**src/design/dcpt_pkg.sv**
```systemverilog
`timescale 1ns / 1ps
// ----------------------------------------------------------------------------
// dcpt_pkg
// Shared widths, constants and handshake structs for the divisor count
// primality tester.
// ----------------------------------------------------------------------------
package dcpt_pkg;

    localparam int VALUE_WIDTH   = 16;
    localparam int CAND_W        = 16;
    localparam int COUNT_W       = 8;
    localparam int COUNT_MAX     = 255;
    localparam int PRIME_DIVS    = 2;
    localparam int CNT_W         = VALUE_WIDTH / 2 + 2;
    localparam int SQ_W          = VALUE_WIDTH + 2;
    localparam int ITER_W        = $clog2(VALUE_WIDTH + 1);

    typedef struct packed {
        logic                   start;
        logic [VALUE_WIDTH-1:0] dividend;
        logic [VALUE_WIDTH-1:0] divisor;
    } t_rem_req;

    typedef struct packed {
        logic done;
        logic rem_zero;
    } t_rem_rsp;

endpackage

```
**src/design/dcpt_rem_unit.sv**
```systemverilog
`timescale 1ns / 1ps
// ----------------------------------------------------------------------------
// dcpt_rem_unit
// Bit-serial restoring remainder unit: one dividend bit per cycle, reports
// whether the remainder is zero.
// ----------------------------------------------------------------------------
module dcpt_rem_unit
    import dcpt_pkg::*;
(
    input  logic     i_clk,
    input  logic     i_rst_n,
    input  t_rem_req i_req,
    output t_rem_rsp o_rsp
);

    logic                   r_busy;
    logic                   r_done;
    logic [ITER_W-1:0]      r_left;
    logic [VALUE_WIDTH-1:0] r_rem;
    logic [VALUE_WIDTH-1:0] r_dvd;
    logic [VALUE_WIDTH-1:0] r_dsr;
    logic [VALUE_WIDTH:0]   trial;
    logic [VALUE_WIDTH:0]   diff;

    assign trial = {r_rem, r_dvd[VALUE_WIDTH-1]};
    assign diff  = trial - {1'b0, r_dsr};

    always_ff @(posedge i_clk) begin
        if (!i_rst_n) begin
            r_busy <= 1'b0;
            r_done <= 1'b0;
            r_left <= '0;
        end else begin
            r_done <= 1'b0;
            if (i_req.start) begin
                r_busy <= 1'b1;
                r_left <= ITER_W'(VALUE_WIDTH);
                r_rem  <= '0;
                r_dvd  <= i_req.dividend;
                r_dsr  <= i_req.divisor;
            end else if (r_busy) begin
                r_dvd  <= {r_dvd[VALUE_WIDTH-2:0], 1'b0};
                if (trial >= {1'b0, r_dsr}) begin
                    r_rem <= diff[VALUE_WIDTH-1:0];
                end else begin
                    r_rem <= trial[VALUE_WIDTH-1:0];
                end
                r_left <= r_left - ITER_W'(1);
                if (r_left == ITER_W'(1)) begin
                    r_busy <= 1'b0;
                    r_done <= 1'b1;
                end
            end
        end
    end

    assign o_rsp.done     = r_done;
    assign o_rsp.rem_zero = (r_rem == '0);

endmodule

```
**config.mk**
```make
export PLATFORM = sky130hd
export DESIGN_NAME = dcpt_rem_unit
export DESIGN_NICKNAME = d
export VERILOG_FILES = /design/src/design/dcpt_pkg.sv /design/src/design/dcpt_rem_unit.sv
export SDC_FILE = /design/constraint.sdc
export NUM_CORES = 1
export LEC_CHECK = 0
export BUFFER_PORTS_ARGS = -buffer_cell sky130_fd_sc_hd__buf_2
export CAP_MARGIN = 20
export CORE_ASPECT_RATIO = 1.2
export CORE_UTILIZATION = 45
export CTS_BUF_LIST = sky130_fd_sc_hd__clkbuf_8
export DETAILED_ROUTE_END_ITERATION = 8
export PLACE_DENSITY_LB_ADDON = 0.3
export REMOVE_ABC_BUFFERS = 1
export SLEW_MARGIN = 20
export SYNTH_ARGS = -nofsm -noshare
export SYNTH_HDL_FRONTEND = slang
export SYNTH_SLANG_ARGS = --single-unit
```
**constraint.sdc**
```tcl
create_clock -name i_clk -period 3.1 [get_ports i_clk]
set_clock_uncertainty 0.15 [all_clocks]
set_input_delay 0.62 -clock i_clk [delete_from_list [all_inputs] [get_ports i_clk]]
set_output_delay 0.62 -clock i_clk [all_outputs]
set_load 0.02 [all_outputs]
```
## After elaboration in Yosys (flattened, before gate mapping)

Index checks and enable logic that the tools add are counted.

| word-level totals | value |
|---|---|
| bits of input ports | 35 |
| register bits after elaboration | 55 |
| output and inout port bits | 2 |
| word-level logic and storage cells | 29 |

| operators by class | value |
|---|---|
| add/sub/neg operators | 2 |
| reductions and logical operators | 6 |
| bitwise operators | 2 |
| equal/unequal tests | 1 |
| $lt $le $gt $ge | 1 |
| multiplexer cells | 10 |

Operator list:

| kind | count |
|---|---|
| $mux W16 | 4 |
| $ge A17 B16 Y1 | 1 |
| $logic_not A16 Y1 | 1 |
| $sub A16 B16 Y16 | 1 |
| $mux W5 | 2 |
| $eq A5 B1 Y1 const B | 1 |
| $sub A5 B1 Y5 const B | 1 |
| $mux W1 | 4 |
| $reduce_and A2 Y1 | 2 |
| $reduce_or A3 Y1 | 1 |
| $not A1 Y1 | 2 |
| $reduce_bool A2 Y1 | 1 |
| $reduce_or A2 Y1 | 1 |

## Logic depth before layout (Yosys ltp)

| depth | value |
|---|---|
| word-level depth | 4 |
| gate-level depth with buffers | 10 |
| gate-level depth less buffers | 10 |

## Least setup slack after synthesis

OpenSTA, ideal clock, no wires.

| timing path | value |
|---|---|
| kind | register -> register |
| start | reg r_dvd[15] |
| end | reg r_rem[14], data pin |
| buffers on the path | 0 |
| arrival time | 2146 ps |
| stages on the path, launching flop included | 11 |
| path slack | 539 ps |
| library setup time | 265 ps |
| period minus slack after synthesis | 2561 ps |
| required time | 2685 ps |
| cell sequence | edfxtp_1 inv_1 ha_1 inv_1 fa_1 a21o_1 a221oi_2 o211a_1 o31ai_1 a211oi_1 o32ai_1 |

| on the way | value |
|---|---|
| longest elaborated chain between the ends | 3 |
| elaborated cells on any way between the ends | 4 |
| classes of those cells | add/sub (1); order compare (1); mux (2) |

Ends and longest elaborated chain:

| element | line | RTL |
|---|---|---|
| start, declared | dcpt_rem_unit.sv:20 | `logic [VALUE_WIDTH-1:0] r_dvd;` |
| start signal, assigned | dcpt_rem_unit.sv:39 | `r_dvd <= i_req.dividend;` |
| start signal, assigned | dcpt_rem_unit.sv:42 | `r_dvd <= {r_dvd[VALUE_WIDTH-2:0], 1'b0};` |
| $sub A16 B16 Y16 or $ge A17 B16 Y1 (tied branches) | dcpt_rem_unit.sv:26, dcpt_rem_unit.sv:43 |  |
| $mux W16 * | dcpt_rem_unit.sv:43 | `if (trial >= {1'b0, r_dsr}) begin` |
| $mux W16 * | dcpt_rem_unit.sv:41 | `end else if (r_busy) begin` |
| end signal, assigned | dcpt_rem_unit.sv:44 | `r_rem <= diff[VALUE_WIDTH-1:0];` |
| end signal, assigned | dcpt_rem_unit.sv:46 | `r_rem <= trial[VALUE_WIDTH-1:0];` |
| end, declared | dcpt_rem_unit.sv:19 | `logic [VALUE_WIDTH-1:0] r_rem;` |

Mark *: on every way between the ends. The rest lies on a longest branch, timed or not. The select of a mux whose other input is x is not followed.
A chain may end at the register's enable or synchronous reset.

## Worst setup path after layout

| timing path | value |
|---|---|
| start | reg r_dvd[15] |
| end | reg r_rem[12], data pin |

The elaborated chain is that of the path after synthesis.

==> reports/qor.yml <==
run_status:
  status: "finished clean"
synthesis:
  synth_most_common_cell: "edfxtp_1"
  synth_cell_types: 56
  ys_ff_latch: 55
  yosysSeqAreaShare_pct: 49.0
  synth-edff-count: 48
  synthArstFlopShare_pct: 0
  avgSynthCellArea_um2: 11.3
  yosys.area.top_type: "edfxtp_1"
  synth_top_area_share_pct: 44.6
  netlist_area_mm2: 0.00323
  ys_warn_count: 0
  yosys_most_used_dff: "edfxtp_1"
  synth.area.top_cells: "edfxtp_1, ha_1, mux2_2"
  postSynthCellCount: 286
  synth_common_cells: "edfxtp_1, inv_1, a21oi_1"
pwr:
  irDropWorstVdd_mv: 0.235
  internal_power_mw: 1.26
  clockPowerShare_pct: 23.5
  combPwrFrac_pct: 26.5
  power_density_mw_per_mm2: 510
  p_sw_share_pct: 31.5
  p_sw_mw: 0.577
  power.leakage_nw: 1.40
  pwr-share-seq_pct: 49.9
global_route:
  grt_use_total_pct: 19.2
  antenna_found_initial: 0
  gr-total-overflow: 0
  first_global_vias: 2330
  grt_max_degree: 33
  grt_pass1_wl_um: 11000
cts:
  cts_buffers: 5
  clkTransAtPathRegs_ns: 0.11
  htreeDepth: 2
  cts-root-buf: "clkbuf_8"
  cts.path.max_buffers: 2
  cts.sinks: 55
  post_cts_buffers: 0
  worstSkewPairLatency_ns: 0.32
  cts_tree: "yes"
  cts_resized: 0
  hold_buffers: 0
sta:
  hold_viol: 0
  period_share_pct: 88.0
  min_period_ns: 2.73
  slew_violations: 0
  rsz0062_at_grt: "no"
  tightest_slew_ns: 0.706
  tns_ns: 0
  slew_headroom_pct: 52.9
  setup_viol: 0
  fmax_ghz: 0.367
route:
  routedWlPerCell_um: 16.3
  routed_via_density: 5.58
  post-route-drc-count: 0
  vias: 2288
  drtIter0Drc: 109
  routed_wl_um: 6670
  dr.pass1.iters: 4
  ant_nets: 0
finish:
  finalNetCount: 376
  diodes: 0
  drive_gt1_share_pct: 26.3
  n_fill_cell: 643
  final_area_mm2: 0.00359
  syn_to_final_growth_pct: 11.3
  fin_cells: 410
min_path:
  min_from: "i_req[7]"
  min-delay-path-class: "primary input to flop"
placed_design:
  dpl.hpwl_um: 4780
  place_area_mm2: 0.00349
  place_congestion: 0.926
  dp.cells: 402
  port_buffers: 36
floorplan:
  std_cell_rows: 33
  start_util_pct: 46.8
  die_w_um: 79.3
  die_area_mm2: 0.00752
  core_area_mm2: 0.00690
  die_h_um: 94.8
  io_pins: 37
worst_setup_path:
  required_ns: 3.02
  critPathMaxFanout: 4
  end_kind: "flop"
  critPathLaunch: "r_dvd[15]"
  r2r-start: "r_dvd[15]"
  cp_data_arrival_time_ns: 2.64
  cp-start-kind: "flop"
  path_class: "flop to flop"
job:
  cap_violations: 0
## registers in the layout (all words and copies together), names as in the netlist
signal / cells
r_busy: 1
r_done: 1
r_dsr: 16
r_dvd: 16
r_left: 5
r_rem: 16
## area by class of cell
cell class / instances / area [µm²] / area share (%)
timing repair buffer: 40 / 210 / 5.85
clock buffer: 5 / 68.8 / 1.92
inverter: 22 / 82.6 / 2.30
tap: 87 / 109 / 3.03
multi-input combinational: 198 / 1510 / 42.0
sequential: 55 / 1580 / 44.0
clock inverter: 3 / 33.8 / 0.940
## cell usage in the layout (no fill, tap or decap), types with 2 or more instances in the layout
master	n
a21oi_1	19
nor3_2	3
buf_4	4
buf_2	36
a21o_1	4
inv_1	22
nand3_1	14
o21ai_0	13
nor3_1	5
nor4b_1	3
clkbuf_8	5
a211oi_1	5
dfxtp_1	7
xor2_1	4
o21a_1	2
and4_1	3
a21boi_0	2
nand2_1	18
mux2_2	17
edfxtp_1	48
o211ai_1	3
xnor2_1	7
ha_1	18
and3_1	2
o32ai_1	2
nor2_1	13
a211o_1	2
a211oi_2	4
nor4_1	5
and2_1	3
nand2b_1	5
## per-layer routing
layer  vias to the layer above  GRT usage, %  wire, µm  part of all wire, %
met3                         8          2.80       292                  4.4
met5                         -             0         0                    0
met4                         0          5.61       100                  1.5
met1                      1072          22.5      2860                   43
li1                       1146             -         -                    -
met2                        62          36.1      3410                   51
## through the flow
stage	setup slack, ns	util, %	power (mW)	hold slack (ns)
finish	0.372	52.1	1.83	0.315
global route	0.209	52.1	1.93	0.303
CTS	0.397	52.1	1.84	0.308
detailed placement	0.434	50.6	1.41	0.340
global placement	0.509	50.6	1.40	0.334
floorplan	0.539	-	1.28	0.319
## power by group through the flow
stage / combinational, mW / clock (mW) / sequential (mW)
2_1_floorplan: 0.363 / 0 / 0.919
3_3_place_gp: 0.474 / 0 / 0.929
3_5_place_dp: 0.482 / 0 / 0.931
4_1_cts: 0.485 / 0.444 / 0.915
5_1_grt: 0.540 / 0.471 / 0.921
6_report: 0.486 / 0.431 / 0.915
## final timing paths
kind	endpoint	slack, ns	depth (start not counted)
max reg2reg	r_rem[12]	0.37	10
min	r_dsr[7]	0.31	1
min reg2reg	r_left[1]	0.36	2
max	r_rem[12]	0.37	10
## logic make-up after synthesis
kind of cell             share of synthesized area (%)
XOR/XNOR                                          2.98
flip-flops                                        49.0
AO/OA/AOI/OAI                                     16.5
adder cells (fa/ha/maj)                           7.59
multiplexers                                      5.93
buffers and inverters                             4.34
AND/OR/NAND/NOR                                   13.7
## critical path, cell delays in order, from the launching register on
cell and delay, ns:
edfxtp_1 0.41, inv_1 0.08, ha_1 0.15, inv_1 0.05, fa_1 0.40, a21o_1 0.23, a221oi_2 0.28, o211a_1 0.26
nor4b_1 0.08, a311oi_1 0.27, o22ai_1 0.11
Power figures use the tool's default switching activity.
